`src/hdl/pefc_pkg.sv`:
```
// Shared types and constants for the pad edge filter and cursor block.
`timescale 1ns / 1ps

package pefc_pkg;

    // Button vector layout.
    localparam int BTN_W     = 11;
    localparam int BTN_UP    = 7;
    localparam int BTN_DOWN  = 8;
    localparam int BTN_LEFT  = 9;
    localparam int BTN_RIGHT = 10;

    // Cursor step register width.
    localparam int STEP_W = 15;

    // Configuration port widths.
    localparam int CFG_IDX_W  = 3;
    localparam int CFG_DATA_W = 32;

    // Configuration register indexes.
    localparam logic [CFG_IDX_W-1:0] CFG_EDGE_MASK = 3'd0;
    localparam logic [CFG_IDX_W-1:0] CFG_MODE      = 3'd1;
    localparam logic [CFG_IDX_W-1:0] CFG_STEP_X    = 3'd2;
    localparam logic [CFG_IDX_W-1:0] CFG_STEP_Y    = 3'd3;
    localparam logic [CFG_IDX_W-1:0] CFG_MIN_X     = 3'd4;
    localparam logic [CFG_IDX_W-1:0] CFG_MAX_X     = 3'd5;
    localparam logic [CFG_IDX_W-1:0] CFG_MIN_Y     = 3'd6;
    localparam logic [CFG_IDX_W-1:0] CFG_MAX_Y     = 3'd7;

    // Mode register bits.
    localparam int MODE_EMU  = 0;
    localparam int MODE_WRAP = 1;

    // Reset values of the bound registers.
    localparam int MIN_X_RST = 0;
    localparam int MAX_X_RST = 319;
    localparam int MIN_Y_RST = 0;
    localparam int MAX_Y_RST = 239;

    typedef logic [BTN_W-1:0] t_btn;

    // Control settings that travel from the register file to the datapath.
    typedef struct packed {
        t_btn edge_mask;
        logic emu_en;
        logic wrap;
    } t_ctl;

endpackage

```
`src/hdl/pefc_regs.sv`:
```
// Configuration register file for the pad edge filter and cursor block.
`timescale 1ns / 1ps

module pefc_regs
    import pefc_pkg::*;
#(
    parameter int COORD_BITS = 16
) (
    input  logic                  i_clk,
    input  logic                  i_rst_n,
    input  logic                  i_wr_en,
    input  logic [CFG_IDX_W-1:0]  i_wr_index,
    input  logic [CFG_DATA_W-1:0] i_wr_data,
    output t_ctl                  o_ctl,
    output logic [STEP_W-1:0]     o_step_x,
    output logic [STEP_W-1:0]     o_step_y,
    output logic [COORD_BITS-1:0] o_min_x,
    output logic [COORD_BITS-1:0] o_max_x,
    output logic [COORD_BITS-1:0] o_min_y,
    output logic [COORD_BITS-1:0] o_max_y
);

    t_btn                  r_edge_mask;
    logic [1:0]            r_mode;
    logic [STEP_W-1:0]     r_step_x;
    logic [STEP_W-1:0]     r_step_y;
    logic [COORD_BITS-1:0] r_min_x;
    logic [COORD_BITS-1:0] r_max_x;
    logic [COORD_BITS-1:0] r_min_y;
    logic [COORD_BITS-1:0] r_max_y;

    // Register writes keep only the low bits that fit each register.
    always_ff @(posedge i_clk) begin
        if (!i_rst_n) begin
            r_edge_mask <= '0;
            r_mode      <= '0;
            r_step_x    <= STEP_W'(1);
            r_step_y    <= STEP_W'(1);
            r_min_x     <= COORD_BITS'(MIN_X_RST);
            r_max_x     <= COORD_BITS'(MAX_X_RST);
            r_min_y     <= COORD_BITS'(MIN_Y_RST);
            r_max_y     <= COORD_BITS'(MAX_Y_RST);
        end else if (i_wr_en) begin
            case (i_wr_index)
                CFG_EDGE_MASK: r_edge_mask <= i_wr_data[BTN_W-1:0];
                CFG_MODE:      r_mode      <= i_wr_data[1:0];
                CFG_STEP_X:    r_step_x    <= i_wr_data[STEP_W-1:0];
                CFG_STEP_Y:    r_step_y    <= i_wr_data[STEP_W-1:0];
                CFG_MIN_X:     r_min_x     <= i_wr_data[COORD_BITS-1:0];
                CFG_MAX_X:     r_max_x     <= i_wr_data[COORD_BITS-1:0];
                CFG_MIN_Y:     r_min_y     <= i_wr_data[COORD_BITS-1:0];
                CFG_MAX_Y:     r_max_y     <= i_wr_data[COORD_BITS-1:0];
                default: begin
                end
            endcase
        end
    end

    // Present the settings to the datapath.
    assign o_ctl.edge_mask = r_edge_mask;
    assign o_ctl.emu_en    = r_mode[MODE_EMU];
    assign o_ctl.wrap      = r_mode[MODE_WRAP];
    assign o_step_x        = r_step_x;
    assign o_step_y        = r_step_y;
    assign o_min_x         = r_min_x;
    assign o_max_x         = r_max_x;
    assign o_min_y         = r_min_y;
    assign o_max_y         = r_max_y;

endmodule

```
`src/hdl/pefc_axis.sv`:
```
// One cursor axis: signed step, then clamp or wrap at the configured bounds.
`timescale 1ns / 1ps

module pefc_axis
    import pefc_pkg::*;
#(
    parameter int COORD_BITS = 16
) (
    input  logic [COORD_BITS-1:0] i_pos,
    input  logic [STEP_W-1:0]     i_step,
    input  logic                  i_inc,
    input  logic                  i_dec,
    input  logic [COORD_BITS-1:0] i_lo,
    input  logic [COORD_BITS-1:0] i_hi,
    input  logic                  i_wrap,
    output logic [COORD_BITS-1:0] o_next,
    output logic                  o_moving
);

    // Wide enough for any position plus or minus any step, with a sign bit.
    localparam int SUM_W = ((COORD_BITS > STEP_W) ? COORD_BITS : STEP_W) + 2;

    logic signed [SUM_W-1:0] pos_ext;
    logic signed [SUM_W-1:0] lo_ext;
    logic signed [SUM_W-1:0] hi_ext;
    logic signed [SUM_W-1:0] step_ext;
    logic signed [SUM_W-1:0] delta;
    logic signed [SUM_W-1:0] sum;

    // Sign-extend the coordinates and bounds, zero-extend the step.
    assign pos_ext  = {{(SUM_W-COORD_BITS){i_pos[COORD_BITS-1]}}, i_pos};
    assign lo_ext   = {{(SUM_W-COORD_BITS){i_lo[COORD_BITS-1]}}, i_lo};
    assign hi_ext   = {{(SUM_W-COORD_BITS){i_hi[COORD_BITS-1]}}, i_hi};
    assign step_ext = {{(SUM_W-STEP_W){1'b0}}, i_step};

    // The increasing direction takes priority over the decreasing one.
    always_comb begin
        if (i_inc) begin
            delta = step_ext;
        end else if (i_dec) begin
            delta = -step_ext;
        end else begin
            delta = '0;
        end
    end

    assign o_moving = (i_inc || i_dec) && (i_step != '0);
    assign sum      = pos_ext + delta;

    // Above the upper bound is tested first, so inverted bounds need no extra rule.
    always_comb begin
        if (sum > hi_ext) begin
            o_next = i_wrap ? i_lo : i_hi;
        end else if (sum < lo_ext) begin
            o_next = i_wrap ? i_hi : i_lo;
        end else begin
            o_next = sum[COORD_BITS-1:0];
        end
    end

endmodule

```
`src/hdl/pad_edge_filter_cursor_core.sv`:
```
// Top level of the game-pad button edge filter with cursor emulation.
//
//   channel   direction  handshake               payload
//   input     in         i_valid / o_stall       i_raw_buttons
//   result    out        o_valid / i_stall       o_reported_buttons, o_cursor_x,
//                                                o_cursor_y, o_changed
//   config    in         i_cfg_valid / o_cfg_ready  i_cfg_index, i_cfg_data
//
// One poll beat is accepted per cycle while o_stall is low.
// The input register and the result register are parted by one pass of logic.
// The filter and cursor state update in the same cycle the result register loads.
// A stalled result holds while one more beat waits in the input register.
// Synchronous reset restores config, valid flags, filter and cursor state.
`timescale 1ns / 1ps

module pad_edge_filter_cursor_core
    import pefc_pkg::*;
#(
    parameter int COORD_BITS = 16
) (
    input  logic                  i_clk,
    input  logic                  i_rst_n,
    input  logic                  i_valid,
    output logic                  o_stall,
    input  logic [BTN_W-1:0]      i_raw_buttons,
    output logic                  o_valid,
    input  logic                  i_stall,
    output logic [BTN_W-1:0]      o_reported_buttons,
    output logic [COORD_BITS-1:0] o_cursor_x,
    output logic [COORD_BITS-1:0] o_cursor_y,
    output logic                  o_changed,
    input  logic                  i_cfg_valid,
    output logic                  o_cfg_ready,
    input  logic [CFG_IDX_W-1:0]  i_cfg_index,
    input  logic [CFG_DATA_W-1:0] i_cfg_data
);

    t_ctl                  ctl;
    logic [STEP_W-1:0]     step_x;
    logic [STEP_W-1:0]     step_y;
    logic [COORD_BITS-1:0] min_x;
    logic [COORD_BITS-1:0] max_x;
    logic [COORD_BITS-1:0] min_y;
    logic [COORD_BITS-1:0] max_y;

    logic                  r_in_valid;
    t_btn                  r_raw;
    logic                  r_out_valid;
    logic                  r_changed;
    t_btn                  r_prev_raw;
    t_btn                  r_prev_rep;
    logic [COORD_BITS-1:0] r_pos_x;
    logic [COORD_BITS-1:0] r_pos_y;

    logic                  out_load;
    logic                  in_accept;
    logic                  process;
    t_btn                  edge_bits;
    t_btn                  rep;
    logic [COORD_BITS-1:0] next_x;
    logic [COORD_BITS-1:0] next_y;
    logic                  moving_x;
    logic                  moving_y;
    logic                  step_taken;
    logic                  n_changed;

    // Config regs; the user must write only while the block is idle; unenforced.
    assign o_cfg_ready = 1'b1;

    pefc_regs #(
        .COORD_BITS (COORD_BITS)
    ) u_regs (
        .i_clk      (i_clk),
        .i_rst_n    (i_rst_n),
        .i_wr_en    (i_cfg_valid && o_cfg_ready),
        .i_wr_index (i_cfg_index),
        .i_wr_data  (i_cfg_data),
        .o_ctl      (ctl),
        .o_step_x   (step_x),
        .o_step_y   (step_y),
        .o_min_x    (min_x),
        .o_max_x    (max_x),
        .o_min_y    (min_y),
        .o_max_y    (max_y)
    );

    // Handshake: the result register loads when empty or when its beat leaves.
    assign out_load  = !r_out_valid || !i_stall;
    assign process   = r_in_valid && out_load;
    assign o_stall   = r_in_valid && !out_load;
    assign in_accept = i_valid && !o_stall;

    // Input register.
    always_ff @(posedge i_clk) begin
        if (!i_rst_n) begin
            r_in_valid <= 1'b0;
        end else if (in_accept) begin
            r_in_valid <= 1'b1;
        end else if (process) begin
            r_in_valid <= 1'b0;
        end
    end

    always_ff @(posedge i_clk) begin
        if (in_accept) begin
            r_raw <= i_raw_buttons;
        end
    end

    // Edge filter: masked buttons report only on a fresh press.
    assign edge_bits = r_raw & ~r_prev_raw;
    assign rep       = (r_raw & ~ctl.edge_mask) | (edge_bits & ctl.edge_mask);

    // Cursor axes; Right beats Left and Down beats Up.
    pefc_axis #(
        .COORD_BITS (COORD_BITS)
    ) u_axis_x (
        .i_pos    (r_pos_x),
        .i_step   (step_x),
        .i_inc    (rep[BTN_RIGHT]),
        .i_dec    (rep[BTN_LEFT]),
        .i_lo     (min_x),
        .i_hi     (max_x),
        .i_wrap   (ctl.wrap),
        .o_next   (next_x),
        .o_moving (moving_x)
    );

    pefc_axis #(
        .COORD_BITS (COORD_BITS)
    ) u_axis_y (
        .i_pos    (r_pos_y),
        .i_step   (step_y),
        .i_inc    (rep[BTN_DOWN]),
        .i_dec    (rep[BTN_UP]),
        .i_lo     (min_y),
        .i_hi     (max_y),
        .i_wrap   (ctl.wrap),
        .o_next   (next_y),
        .o_moving (moving_y)
    );

    // A step on either axis recomputes both axes and always marks a change.
    assign step_taken = ctl.emu_en && (moving_x || moving_y);
    assign n_changed  = step_taken || (rep != r_prev_rep);

    // Result register and filter state; the state doubles as the result payload.
    always_ff @(posedge i_clk) begin
        if (!i_rst_n) begin
            r_out_valid <= 1'b0;
            r_prev_raw  <= '0;
            r_prev_rep  <= '0;
            r_pos_x     <= '0;
            r_pos_y     <= '0;
        end else begin
            if (out_load) begin
                r_out_valid <= r_in_valid;
            end
            if (process) begin
                r_prev_raw <= r_raw;
                r_prev_rep <= rep;
                if (step_taken) begin
                    r_pos_x <= next_x;
                    r_pos_y <= next_y;
                end
            end
        end
    end

    always_ff @(posedge i_clk) begin
        if (process) begin
            r_changed <= n_changed;
        end
    end

    assign o_valid            = r_out_valid;
    assign o_reported_buttons = r_prev_rep;
    assign o_cursor_x         = r_pos_x;
    assign o_cursor_y         = r_pos_y;
    assign o_changed          = r_changed;

endmodule

```
`config.mk`:
```
export PLATFORM = sky130hd
export DESIGN_NAME = pad_edge_filter_cursor_core
export DESIGN_NICKNAME = d
export VERILOG_FILES = /design/src/hdl/pefc_pkg.sv /design/src/hdl/pefc_regs.sv /design/src/hdl/pefc_axis.sv /design/src/hdl/pad_edge_filter_cursor_core.sv
export SDC_FILE = /design/constraint.sdc
export NUM_CORES = 1
export LEC_CHECK = 0
export BUFFER_PORTS_ARGS = -buffer_cell sky130_fd_sc_hd__buf_2
export CORE_ASPECT_RATIO = 2
export CORE_MARGIN = 8
export CORE_UTILIZATION = 61
export DETAILED_ROUTE_END_ITERATION = 6
export PLACE_DENSITY = 0.81
export REMOVE_ABC_BUFFERS = 1
export SYNTH_ARGS = -nofsm -noshare
export SYNTH_HDL_FRONTEND = slang
export SYNTH_SLANG_ARGS = --single-unit
```
`constraint.sdc`:
```
create_clock -name i_clk -period 6.5 [get_ports i_clk]
set_input_delay 0.325 -clock i_clk [delete_from_list [all_inputs] [get_ports i_clk]]
set_output_delay 0.325 -clock i_clk [all_outputs]
set_load 0.01 [all_outputs]
```
; After elaboration in Yosys (flattened, before gate mapping)
; Index checks and enable logic that the tools add are counted.
[word_totals]
ff_bits = 175
input_bits = 51
out_inout_bits = 47
elab_cells = 80
[classes]
add_sub_neg = 4
n_lt_le_gt_ge = 4
n_eq_ne = 8
n_mux = 14
bitwise_logic = 6
reduce_logical = 28
[ops]
columns = op, n
row1 = $mux 16, 8
row2 = $mux 18, 4
row3 = $add 16x18->18, 2
row4 = $gt 18x16->1, 2
row5 = $lt 18x16->1, 2
row6 = $neg 15->18, 2
row7 = $and 11x11->11, 3
row8 = $reduce_bool 15->1, 2
row9 = $not 11->11, 2
row10 = $reduce_and 2->1, 9
row11 = $eq 3x3->1 const B, 4
row12 = $ne 11x11->1, 1
row13 = $or 11x11->11, 1
row14 = $eq 3x2->1 const B, 2
row15 = $logic_and 1x1->1, 6
row16 = $logic_or 1x1->1, 5
row17 = $logic_not 1->1, 4
row18 = $eq 3x1->1 const B, 1
row19 = $logic_not 3->1, 1
row20 = $mux 1, 2
row21 = $reduce_bool 2->1, 1

; Logic depth before layout (Yosys ltp)
; Gate-level depths: netlist of run 1.
[logic_depth]
depth_word = 10
mapped_depth = 28
mapped_depth_nobuf = 26

; Hierarchy
; A second synthesis of run 1 with hierarchy kept.
[hier_totals]
hier_cells = 1474
area_unflattened_um2 = 12308.1
[by_module_without_submodules]
columns = module, n_inst, cells_per_inst, area_per_inst_um2, seq_area_each_um2
row1 = pefc_regs, 1, 386, 4023.9, 2142.1
row2 = pefc_axis at u_axis_x, 1, 406, 2849.0, 0.0
row3 = pefc_axis at u_axis_y, 1, 396, 2728.9, 0.0
row4 = pad_edge_filter_cursor_core, 1, 286, 2706.3, 1481.4

; Worst setup path before layout of run 1
; OpenSTA, ideal clock, no wires.
[synth_timing]
path_kind = reg2reg
start = register u_regs.r_step_y[0] (netlist: u_regs.o_step_y[0])
end = register r_pos_y[7] (netlist: o_cursor_y[7])
setup_time_ns = 0.121
arrival_ns = 5.444
required_ns = 6.379
setup_slack_ns = 0.935
stages_incl_launch_ff = 27
n_path_buf = 2
synth_period_minus_slack_ns = 5.565
path_cell_list = dfxtp_1 -> inv_1 -> ha_1 -> or3b_4 -> or4b_1 -> buf_2 -> nor3_1 -> nor3_1 -> a21oi_1 -> o21ai_0 -> ha_1 -> and4_1 -> a221oi_1 -> o21bai_1 -> a211oi_1 -> o21bai_1 -> xor2_1 -> ha_1 -> nand4_1 -> nor3_1 -> a211oi_1 -> a21o_1 -> and3_1 -> clkbuf_1 -> nand2_1 -> a21oi_1 -> o31ai_1
[synth_via]
elab_chain_cells = 7
elab_cells_between_ends = 13
cone_classes = add/sub (2) / order compare (2) / mux (4) / reduce/logical (5)
[synth_lines]
columns = item, line
row1 = from (decl), pefc_regs.sv:26  ; logic [STEP_W-1:0] r_step_y;
row2 = from (signal assigned), pefc_regs.sv:48  ; CFG_STEP_Y: r_step_y <= i_wr_data[STEP_W-1:0];
row3 = $neg 15->18, pefc_axis.sv:41  ; delta = -step_ext;
row4 = $mux 18, pefc_axis.sv:40  ; end else if (i_dec) begin
row5 = $mux 18, pefc_axis.sv:38  ; if (i_inc) begin
row6 = $add 16x18->18, pefc_axis.sv:48  ; assign sum = pos_ext + delta;
row7 = $lt 18x16->1, pefc_axis.sv:54  ; end else if (sum < lo_ext) begin
row8 = $mux 16, pefc_axis.sv:54
row9 = $mux 16, pefc_axis.sv:52  ; if (sum > hi_ext) begin
row10 = to (signal assigned), pad_edge_filter_cursor_core.sv:164  ; r_pos_y <= next_y;
row11 = to (decl), pad_edge_filter_cursor_core.sv:53  ; logic [COORD_BITS-1:0] r_pos_y;
; Parallel ways exist; a longest one is shown, timed or not.
; A chain may end at the register's enable or synchronous reset.

; Worst setup path after layout of run 1
[layout_timing]
start = register u_regs.r_step_y[0] (netlist: u_regs.o_step_y[0])
end = register r_pos_y[14] (netlist: o_cursor_y[14])
; Same word-level chain as after synthesis.

==> reports/results.tsv, run 1 <==
stage	metric	value	unit
layout	instances_no_fill	1777	
synth	synthTopCellsByArea	dfxtp_1 (29%), ha_1 (12%), nand2_1 (11%)	
synth	avgSynthCellArea	7.69	µm²
layout	drive_gt1_frac	0.105	
synth	yosys_warnings	0	
power_and_ir_drop	p_leak	0.00522	µW
power_and_ir_drop	power_density	209	nW/µm²
layout	syn2layout_area_growth	10.8	%
timing	layout_min_cycle_time	6180	ps
setup_path	arrival	6450	ps
global_route	grt_pass1_wl	53.2	mm
global_route	grt-ovfl-total	0	
setup_path	endpoint_kind	flip-flop	
clock_network	insertion_delay	430	ps
global_route	grt_max_degree	94	
run_status	status	finished clean	
timing	fmax	0.162	GHz
clock_network	htree_levels	4	
synth	synthDistinctLibCells	71	
clock_network	clockRootBuffer	clkbuf_16	
job	cap_violations	0	
timing	worstMarginPinSlew	1100	ps
timing	final-max-slew-violation-count	0	
clock_network	clock_sinks	175	
drt	detail-route-antenna-nets	0	
layout	fill_cells	1525	
clock_network	cts_tree	built	
layout	multi_input_area	7280	µm²
synth	ys_seq_area_frac	0.317	
global_route	grt_usage	0.280	
synth	synthCells	1489	
floorplanning	initial_core_util	0.616	
floorplanning	core_area	18600	µm²
min_path	worstHoldPathType	in2reg	
power_and_ir_drop	vdd_ir_drop_max	0.227	mV
timing	setup_viol	0	
floorplanning	fp-row-count	71	
global_route	antenna_found_initial	0	
timing	fin_skew	7.85	ps
synth	synthArstFlopShare	0	
place	dp_cells	1744	
timing	post-route-period-util	0.951	
place	hpwl	24.9	mm
synth	synth_top_area_share	0.285	
clock_network	cts_buffers	17	
timing	final_hold_viol_count	0	
global_route	grt_pass1_vias	10400	
layout	final_nets	1706	
place	port_buffers	80	
setup_path	critPathMaxFanout	11	
setup_path	required	6770	ps
floorplanning	die-area	23700	µm²
synth	netlist_area	11400	µm²
drt	wl_per_cell	18.8	µm
synth	synth_ff_type	dfxtp_1	
synth	synth_edf_count	12	
layout	seqCellArea	3620	µm²
setup_path	start_kind	flip-flop	
layout	insertedDiodeCount	0	
layout	final_util	0.683	
drt	vias	11000	
drt	drc	0	
timing	hold-worst-slack	63.4	ps
clock_network	path_clk_slew	70	ps
place	gp_congestion	0.957	
floorplanning	io_pins	98	
timing	relSlewSlack	0.265	
clock_network	cts_buffer_depth	2	
floorplanning	chipHeight	210	µm
floorplanning	die_width	113	µm
drt	viasPerCell	6.18	
synth	synth-seq-cells	175	
clock_network	holdBufCountCts	0	
drt	dr.pass1.iters	6	
drt	routed_wl	33.4	mm
setup_path	setup.worst_path.class	reg2reg	
drt	drtIter0Drc	817	
layout	fin_area	12700	µm²
synth	synth_top_area_cell	dfxtp_1	
place	placed_area	12000	µm²
what timing repair did:
item	CTS	global route
setup endpoints to repair	0	29
buffers inserted	0	1
resized for setup	0	14
flip-flops by register name, summed over array words and instances, names as in the netlist:
name	flops
r_in_valid	1
o_valid	1
u_regs.o_max_y	16
u_regs.o_max_x	16
u_regs.o_step_x	15
u_regs.r_edge_mask	11
u_regs.o_min_y	16
o_changed	1
u_regs.o_step_y	15
r_raw	11
u_regs.r_mode	2
o_cursor_x	16
o_reported_buttons	11
u_regs.o_min_x	16
o_cursor_y	16
r_prev_raw	11
synth_stat cells, types with 7 or more instances:
cell type  number
nand2_1       342
nor4_1          9
edfxtp_1       12
a31oi_1        16
nand4_1        19
a21oi_1        77
clkbuf_1       57
a21boi_0      121
o21a_1          7
o21ai_0        66
nor2_1         67
xor2_1         20
a211oi_1       16
inv_1          87
nor2b_1        12
o21ai_1        24
nor3_1         29
a21o_1         26
dfxtp_1       163
xnor2_1        20
nand2b_1        8
nand3_1        23
o221ai_1       10
ha_1          108
and3_1          8
o211ai_1       20
buf_2           7
o31ai_1        24
worst paths after layout:
kind	to	depth (start not counted)	from	slack, ps
max	o_cursor_y[14]	26	u_regs.o_step_y[0]	320
min	r_raw[2]	1	i_raw_buttons[2]	60
min reg2reg	u_regs.o_min_x[12]	2	u_regs.o_min_x[12]	470
max reg2reg	o_cursor_y[14]	26	u_regs.o_step_y[0]	320
cell families (layout without fill, tap and decap cells):
family,after synthesis,in the layout,synth area share
simple gates,550,550,0.209
compound gates,452,452,0.264
flops,175,175,0.317
buf+inv,156,225,0.0536
fa+ha+maj,110,110,0.122
xor+xnor,40,40,0.0306
mux,5,5,0.00448
other cells,1,1,0.000328
metal layers:
layer,vias to the layer above,part of all wire,GRT usage
met1,5140,0.40,0.328
met3,92,0.053,0.0406
met2,383,0.50,0.483
met5,-,0,0
met4,0,0.047,0.144
li1,5360,-,-
per-stage QoR:
step	power (µW)	setup TNS, ps	worst slack (ps)
6_report	2650	0	320
5_1_grt	2750	-29.4	-29.4
4_1_cts	2640	0	278
3_5_place_dp	1630	0	298
3_3_place_gp	1610	0	415
2_1_floorplan	1460	0	732
cells in the final DEF (no fill, tap or decap), types with 26 or more instances in the layout:
cell      Yosys  final
a21boi_0    121    120
a21o_1       26     26
a21oi_1      77     77
buf_2         7     79
buf_4         1     26
dfxtp_1     163    163
ha_1        108    108
inv_1        87     87
nand2_1     342    340
nor2_1       67     65
nor3_1       29     27
o21ai_0      66     65
cell type report:
class,instances,share of cell area
repair buffers,105,0.0466
well taps,219,0.0216
clock buffers,19,0.0366
flip-flops and latches,175,0.286
inverters,88,0.0260
multi-input cells,1158,0.574
clock inverters,13,0.00996
critical path: stages (launching register included):
cell      delay [ps]
dfxtp_1          330
inv_1            100
ha_1             200
or3b_4           410
or4b_1           530
buf_4            180
nor2_1            80
o21ai_0           70
o21ai_0          190
ha_1             380
nand2_1          120
nor2_1            50
a211oi_1         260
o31ai_2          170
a211oi_2         300
o31ai_1          140
xnor2_1          270
ha_1             340
nand4_1          210
o21bai_1         140
a211oi_2         260
nand4_1          180
and3_2           350
buf_4            180
buf_4            130
a311oi_1         320
a31oi_1          120
power by group:
group / total [µW] / internal [µW] / switching, µW
combinational: 490 / 179 / 311
clock: 1030 / 568 / 461
sequential: 1130 / 1110 / 22.7
total: 2650 / 1860 / 794
Note: power is estimated with default switching activity, not from simulation.
==> run 2, diff against run 1 <==
--- a/config.mk
+++ b/config.mk
@@ -8,9 +8,9 @@
 export BUFFER_PORTS_ARGS = -buffer_cell sky130_fd_sc_hd__buf_2
 export CORE_ASPECT_RATIO = 2
 export CORE_MARGIN = 8
-export CORE_UTILIZATION = 61
+export CORE_UTILIZATION = 58
 export DETAILED_ROUTE_END_ITERATION = 6
-export PLACE_DENSITY = 0.81
+export PLACE_DENSITY = 0.78
 export REMOVE_ABC_BUFFERS = 1
 export SYNTH_ARGS = -nofsm -noshare
 export SYNTH_HDL_FRONTEND = slang
==> run 2 against run 1 <==
- sequential share of layout area decreased by 0.070 points
- via count grew 1.7%
- fmax decreased by 0.35%
- setup slack worse by 21 ps
- clock power barely moved
- global-route usage increased by 0.71 points
- sequential power is essentially flat
- final cell count grew 2.4%
- final area up 0.25%
- worst hold slack worse by 4.8 ps
- first-iteration DRC count fell by 14%
- count of clock-buffer cells in the layout increased by 1
==> reports/results.tsv, run 2 (synthesis gave the netlist of run 1 again) <==
stage	metric	value	unit	change
drt	viasPerCell	6.13		was 6.18
timing	layout_min_cycle_time	6200	ps	was 6180 ps
layout	final_nets	1711		was 1706
drt	vias	11200		was 11000
power_and_ir_drop	p_sw	800	µW	was 794 µW
timing	tns	0	ps	unchanged
global_route	grt_pass1_vias	10900		was 10400
run_status	status	finished clean		unchanged
floorplanning	die-area	24800	µm²	was 23700 µm²
setup_path	setup.worst_path.class	reg2reg		unchanged
timing	relSlewSlack	0.210		was 0.265
place	placed_area	12100	µm²	was 12000 µm²
setup_path	worstSetupStartpoint	u_regs.o_step_y[0]		unchanged
clock_network	clockRootBuffer	clkbuf_16		unchanged
power_and_ir_drop	combPwrFrac	0.191		was 0.185
setup_path	endpoint_kind	flip-flop		unchanged
clock_network	cts_buffers	17		unchanged
layout	insertedDiodeCount	0		unchanged
power_and_ir_drop	vdd_ir_drop_max	0.181	mV	was 0.227 mV
place	dp_cells	1789		was 1744
setup_path	required	6820	ps	was 6770 ps
global_route	antenna_found_initial	0		unchanged
clock_network	insertion_delay	440	ps	was 430 ps
power_and_ir_drop	p_sw_frac	0.302		was 0.299
layout	instances_no_fill	1820		was 1777
power_and_ir_drop	p_clk_frac	0.380		was 0.388
drt	routed_wl	35.3	mm	was 33.4 mm
job	cap_violations	0		unchanged
setup_path	cp_top_family	simple AND/OR/NAND/NOR gates		was compound AO/OA/AOI/OAI gates
drt	drtIter0Drc	702		was 817
layout	fin_area	12700	µm²	about the same
timing	fmax	0.161	GHz	was 0.162 GHz
layout	final_cell_mix	nand2_1 (340), dfxtp_1 (163), a21boi_0 (120)		unchanged
drt	wl_per_cell	19.4	µm	was 18.8 µm
timing	fin_skew	10.3	ps	was 7.85 ps
global_route	grt_max_degree	97		was 94
floorplanning	initial_core_util	0.591		was 0.616
place	gp_congestion	1.02		was 0.957
drt	drc	0		unchanged
timing	rsz0062_at_grt	true		
setup_path	slowest_delay	620	ps	was 530 ps
timing	post-route-period-util	0.954		was 0.951
floorplanning	fp-row-count	72		was 71
global_route	grt_usage	0.287		was 0.280
clock_network	cts_buffer_depth	2		unchanged
power_and_ir_drop	pwr-share-seq	0.429		was 0.428
drt	detail-route-antenna-nets	0		unchanged
clock_network	cts_tree	built		unchanged
floorplanning	chipHeight	215	µm	was 210 µm
power_and_ir_drop	internal_power	1850	µW	was 1860 µW
layout	final_common_cell	nand2_1		unchanged
floorplanning	io_pins	98		unchanged
place	hpwl	26.2	mm	was 24.9 mm
timing	final-max-slew-violation-count	0		unchanged
setup_path	cp_slowest_cell	or4b_1		unchanged
floorplanning	core_area	19400	µm²	was 18600 µm²
min_path	hp-start	i_raw_buttons[7]		was i_raw_buttons[2]
clock_network	htree_levels	4		unchanged
drt	dr.pass1.iters	6		unchanged
power_and_ir_drop	total_power	2650	µW	about the same
layout	syn2layout_area_growth	11.1	%	was 10.8%
setup_path	path_cells	inv_1 > ha_1 > or3b_4 > or4b_1 > nor3_1 > a211oi_1 > a31oi_1 > o21ai_1 > ha_1 > or3_1 > a211oi_1 > buf_4 > o31ai_1 > xnor2_1 > ha_1 > nand4_1 > o21bai_1 > a211oi_1 > nand4_1 > nand3_1 > nand3_2 > a21oi_1 > o31ai_1		
power_and_ir_drop	p_leak	0.00522	µW	about the same
timing	worstMarginPinSlew	1180	ps	was 1100 ps
clock_network	clock_sinks	175		unchanged
min_path	worstHoldPathType	in2reg		unchanged
clock_network	holdBufCountCts	0		unchanged
place	port_buffers	80		unchanged
global_route	grt_pass1_wl	55.2	mm	was 53.2 mm
floorplanning	die_width	115	µm	was 113 µm
setup_path	arrival	6520	ps	was 6450 ps
clock_network	path_clk_slew	70	ps	about the same
power_and_ir_drop	power_density	208	nW/µm²	was 209 nW/µm²
timing	setup_viol	0		unchanged
setup_path	cp_num_buf_inv	2		was 4
timing	final_hold_viol_count	0		unchanged
layout	drive_gt1_frac	0.101		was 0.105
setup_path	critPathMaxFanout	10		was 11
setup_path	r2r-start	u_regs.o_step_y[0]		unchanged
setup_path	rrSetupSlack	300	ps	was 320 ps
setup_path	start_kind	flip-flop		unchanged
global_route	grt-ovfl-total	0		unchanged
## run 2: path summary, 6_finish.rpt
check | end | depth (start not counted)
max | o_cursor_y[0] | 23
max reg2reg | o_cursor_y[0] | 23
min reg2reg | r_prev_raw[0] | 2
min | r_raw[7] | 1
## run 2: what timing repair did
action                     in CTS  in global routing
buffers inserted                0                  1
setup endpoints to repair       0                 29
resized for setup               0                 15
## run 2: power groups by stage
stage	combinational (µW)	clock [µW]	sequential, µW
global route	554	1060	1140
CTS	488	1020	1130
detailed placement	483	0	1160
global placement	473	0	1160
finish	506	1000	1130
floorplan	304	0	1160
## run 2: final cells by class
type                    instances  area, µm²
clock buffers                  20        458
clock inverters                10        101
fillers                      1747       6650
inverters                      88        330
multi-input cells            1158       7250
flip-flops and latches        175       3620
well taps                     259        324
repair buffers                110        628
## run 2: layer usage
layer / up-vias / track usage / wire [µm]
met5: - / 0 / 0
met2: 384 / 0.504 / 18100
li1: 5378 / - / -
met4: 0 / 0.255 / 3160
met3: 159 / 0.0556 / 1690
met1: 5241 / 0.272 / 12300
## run 2: worst register-to-register path, stage by stage (launching register included)
cell      delay, ps
dfxtp_1         320
inv_1            90
ha_1            200
or3b_4          420
or4b_1          620
nor3_1          350
a211oi_1        120
a31oi_1         150
o21ai_1         210
ha_1            310
or3_1           380
a211oi_1        250
buf_4           190
o31ai_1          90
xnor2_1         260
ha_1            320
nand4_1         180
o21bai_1        110
a211oi_1        280
nand4_1         160
nand3_1         350
nand3_2         350
a21oi_1         270
o31ai_1         100
## run 2: per-stage QoR
| stage | hold slack, ps | util | setup slack, ps |
|---|---|---|---|
| finish | 58.6 | 0.657 | 299 |
| CTS | 44.4 | 0.654 | 211 |
| detailed placement | 457 | 0.625 | 250 |
| global placement | 450 | 0.625 | 384 |
| global route | 42.8 | 0.657 | -60.3 |
| floorplan | 397 | - | 732 |
==> run 3, diff against run 2 <==
--- a/config.mk
+++ b/config.mk
@@ -11,6 +11,7 @@
 export CORE_UTILIZATION = 58
 export DETAILED_ROUTE_END_ITERATION = 6
 export PLACE_DENSITY = 0.78
+export RECOVER_POWER = 100
 export REMOVE_ABC_BUFFERS = 1
 export SYNTH_ARGS = -nofsm -noshare
 export SYNTH_HDL_FRONTEND = slang
==> run 3 against run 2 <==
- final area about the same
- critical endpoint unchanged
- non-clock buffer count unchanged
- worst hold slack worse by 1.7 ps
- routed wire length decreased by 0.23%
- clock skew barely moved
- setup slack worse by 2.3 ps
- sequential share of layout area is essentially flat
- critical path type unchanged
- final cell count unchanged
==> reports/results.tsv, run 3 (synthesis gave the netlist of run 1 again) <==
stage	metric	value	unit	change
run_status	status	finished clean		unchanged
clock_network	insertion_delay	440	ps	about the same
layout	drive_gt1_frac	0.0987		was 0.101
floorplanning	chipHeight	215	µm	unchanged
power_and_ir_drop	p_leak	0.00520	µW	was 0.00522 µW
drt	dr.pass1.iters	6		unchanged
global_route	grt_pass1_wl	55.2	mm	unchanged
drt	vias	11100		was 11200
power_and_ir_drop	combPwrFrac	0.191		about the same
layout	insertedDiodeCount	0		unchanged
setup_path	arrival	6530	ps	was 6520 ps
timing	layout_min_cycle_time	6200	ps	about the same
setup_path	start_kind	flip-flop		unchanged
timing	final-max-slew-violation-count	0		unchanged
timing	setup_viol	0		unchanged
power_and_ir_drop	p_clk_frac	0.380		about the same
setup_path	required	6820	ps	about the same
setup_path	setup.worst_path.class	reg2reg		unchanged
place	placed_area	12100	µm²	unchanged
timing	relSlewSlack	0.201		was 0.210
layout	final_cell_mix	nand2_1 (340), dfxtp_1 (163), a21boi_0 (120)		unchanged
drt	drtIter0Drc	695		was 702
floorplanning	die_width	115	µm	unchanged
floorplanning	fp-row-count	72		unchanged
power_and_ir_drop	vdd_ir_drop_max	0.181	mV	about the same
global_route	met2_usage	0.504		unchanged
clock_network	clock_sinks	175		unchanged
min_path	worstHoldPathType	in2reg		unchanged
setup_path	slowest_delay	620	ps	about the same
floorplanning	core_area	19400	µm²	unchanged
layout	final_util	0.656		was 0.657
global_route	grt_pass1_vias	10900		unchanged
drt	drc	0		unchanged
place	hpwl	26.2	mm	unchanged
global_route	gr-max-usage-layer	met2		unchanged
floorplanning	io_pins	98		unchanged
setup_path	cp_slowest_cell	or4b_1		unchanged
timing	fin_skew	10.6	ps	was 10.3 ps
global_route	grt_usage	0.287		unchanged
layout	syn2layout_area_growth	11.1	%	about the same
drt	routed_wl	35.2	mm	was 35.3 mm
floorplanning	initial_core_util	0.591		unchanged
drt	viasPerCell	6.12		was 6.13
clock_network	holdBufCountCts	0		unchanged
global_route	grt-ovfl-total	0		unchanged
power_and_ir_drop	power_density	208	nW/µm²	about the same
clock_network	clockRootBuffer	clkbuf_16		unchanged
power_and_ir_drop	internal_power	1850	µW	about the same
setup_path	endpoint_kind	flip-flop		unchanged
clock_network	cts_tree	built		unchanged
layout	fill_cells	1749		was 1747
timing	final_hold_viol_count	0		unchanged
clock_network	htree_levels	4		unchanged
layout	fin_area	12700	µm²	about the same
place	port_buffers	80		unchanged
floorplanning	die-area	24800	µm²	unchanged
global_route	grt_util_met1	0.272		unchanged
global_route	grt_max_degree	97		unchanged
timing	worstMarginPinSlew	1200	ps	was 1180 ps
setup_path	critPathMaxFanout	10		unchanged
timing	post-route-period-util	0.954		about the same
global_route	antenna_found_initial	0		unchanged
setup_path	path_cells	inv_1 > ha_1 > or3b_4 > or4b_1 > nor3_1 > a211oi_1 > a31oi_1 > o21ai_1 > ha_1 > or3_1 > a211oi_1 > buf_4 > o31ai_1 > xnor2_1 > ha_1 > nand4_1 > o21bai_1 > a211oi_1 > nand4_1 > nand3_1 > nand3_2 > a21oi_1 > o31ai_1		unchanged
place	gp_congestion	1.02		unchanged
timing	rsz0062_at_grt	true		unchanged
layout	final_nets	1711		unchanged
clock_network	path_clk_slew	70	ps	about the same
drt	detail-route-antenna-nets	0		unchanged
power_and_ir_drop	p_sw_frac	0.302		about the same
layout	final_common_cell	nand2_1		unchanged
clock_network	cts_buffer_depth	2		unchanged
power_and_ir_drop	pwr-share-seq	0.429		about the same
timing	fmax	0.161	GHz	about the same
clock_network	cts_buffers	17		unchanged
drt	wl_per_cell	19.3	µm	was 19.4 µm
timing	tns	0	ps	unchanged
job	cap_violations	0		unchanged
global_route	globalRouteMet3Util	0.0556		unchanged
power_and_ir_drop	p_sw	800	µW	about the same
run 3: cell count changes in the layout (fill, tap and decap cells not counted), sizes merged:
| cell | delta |
|---|---|
| buf | -4 |
| clkbuf | +4 |
run 3: critical path, delay by kind of cell, from the launching register on:
family,cells,cell delay [ps]
buf+inv,2,280
flops,1,330
fa+ha+maj,3,820
simple gates,8,2810
xor+xnor,1,260
compound gates,9,1580
run 3: layout make-up:
cell class	instances	area [µm²]	area share
multi-input combinational	1158	7250	0.571
sequential	175	3620	0.285
inverter	88	330	0.0260
tap	259	324	0.0255
clock buffer	20	458	0.0360
timing repair buffer	110	621	0.0488
clock inverter	10	101	0.00797
run 3: final timing paths:
| check | slack [ps] | start | depth (start not counted) | end |
|---|---|---|---|---|
| max | 300 | u_regs.o_step_y[0] | 23 | o_cursor_y[0] |
| min | 60 | i_raw_buttons[7] | 1 | r_raw[7] |
| max reg2reg | 300 | u_regs.o_step_y[0] | 23 | o_cursor_y[0] |
| min reg2reg | 470 | r_prev_raw[0] | 2 | r_prev_raw[0] |
run 3: power groups by stage:
stage | clock network (µW) | registers [µW] | logic (µW)
global placement | 0 | 1160 | 473
global route | 1060 | 1140 | 554
detailed placement | 0 | 1160 | 483
floorplan | 0 | 1160 | 304
finish | 1010 | 1130 | 506
CTS | 1020 | 1130 | 488
run 3: metal layers:
metal	vias up	share of wire	wire, µm
met5	-	0	0
met2	367	0.51	18000
li1	5374	-	-
met1	5235	0.35	12300
met4	0	0.090	3170
met3	159	0.047	1640
run 3: what timing repair did:
action	4_1_cts	5_1_grt
setup buffers	0	1
endpoints found under the setup margin	0	29
resized for setup	0	15
run 3: stage by stage:
step | hold WS, ps | setup WS (ps) | instances | power [µW]
4_1_cts | 44.4 | 211 | 1819 | 2640
3_5_place_dp | 457 | 250 | 1789 | 1640
5_1_grt | 42.8 | -60.3 | 1820 | 2750
3_3_place_gp | 450 | 384 | 1789 | 1630
6_report | 56.9 | 296 | 1820 | 2650
2_1_floorplan | 397 | 732 | 1421 | 1460
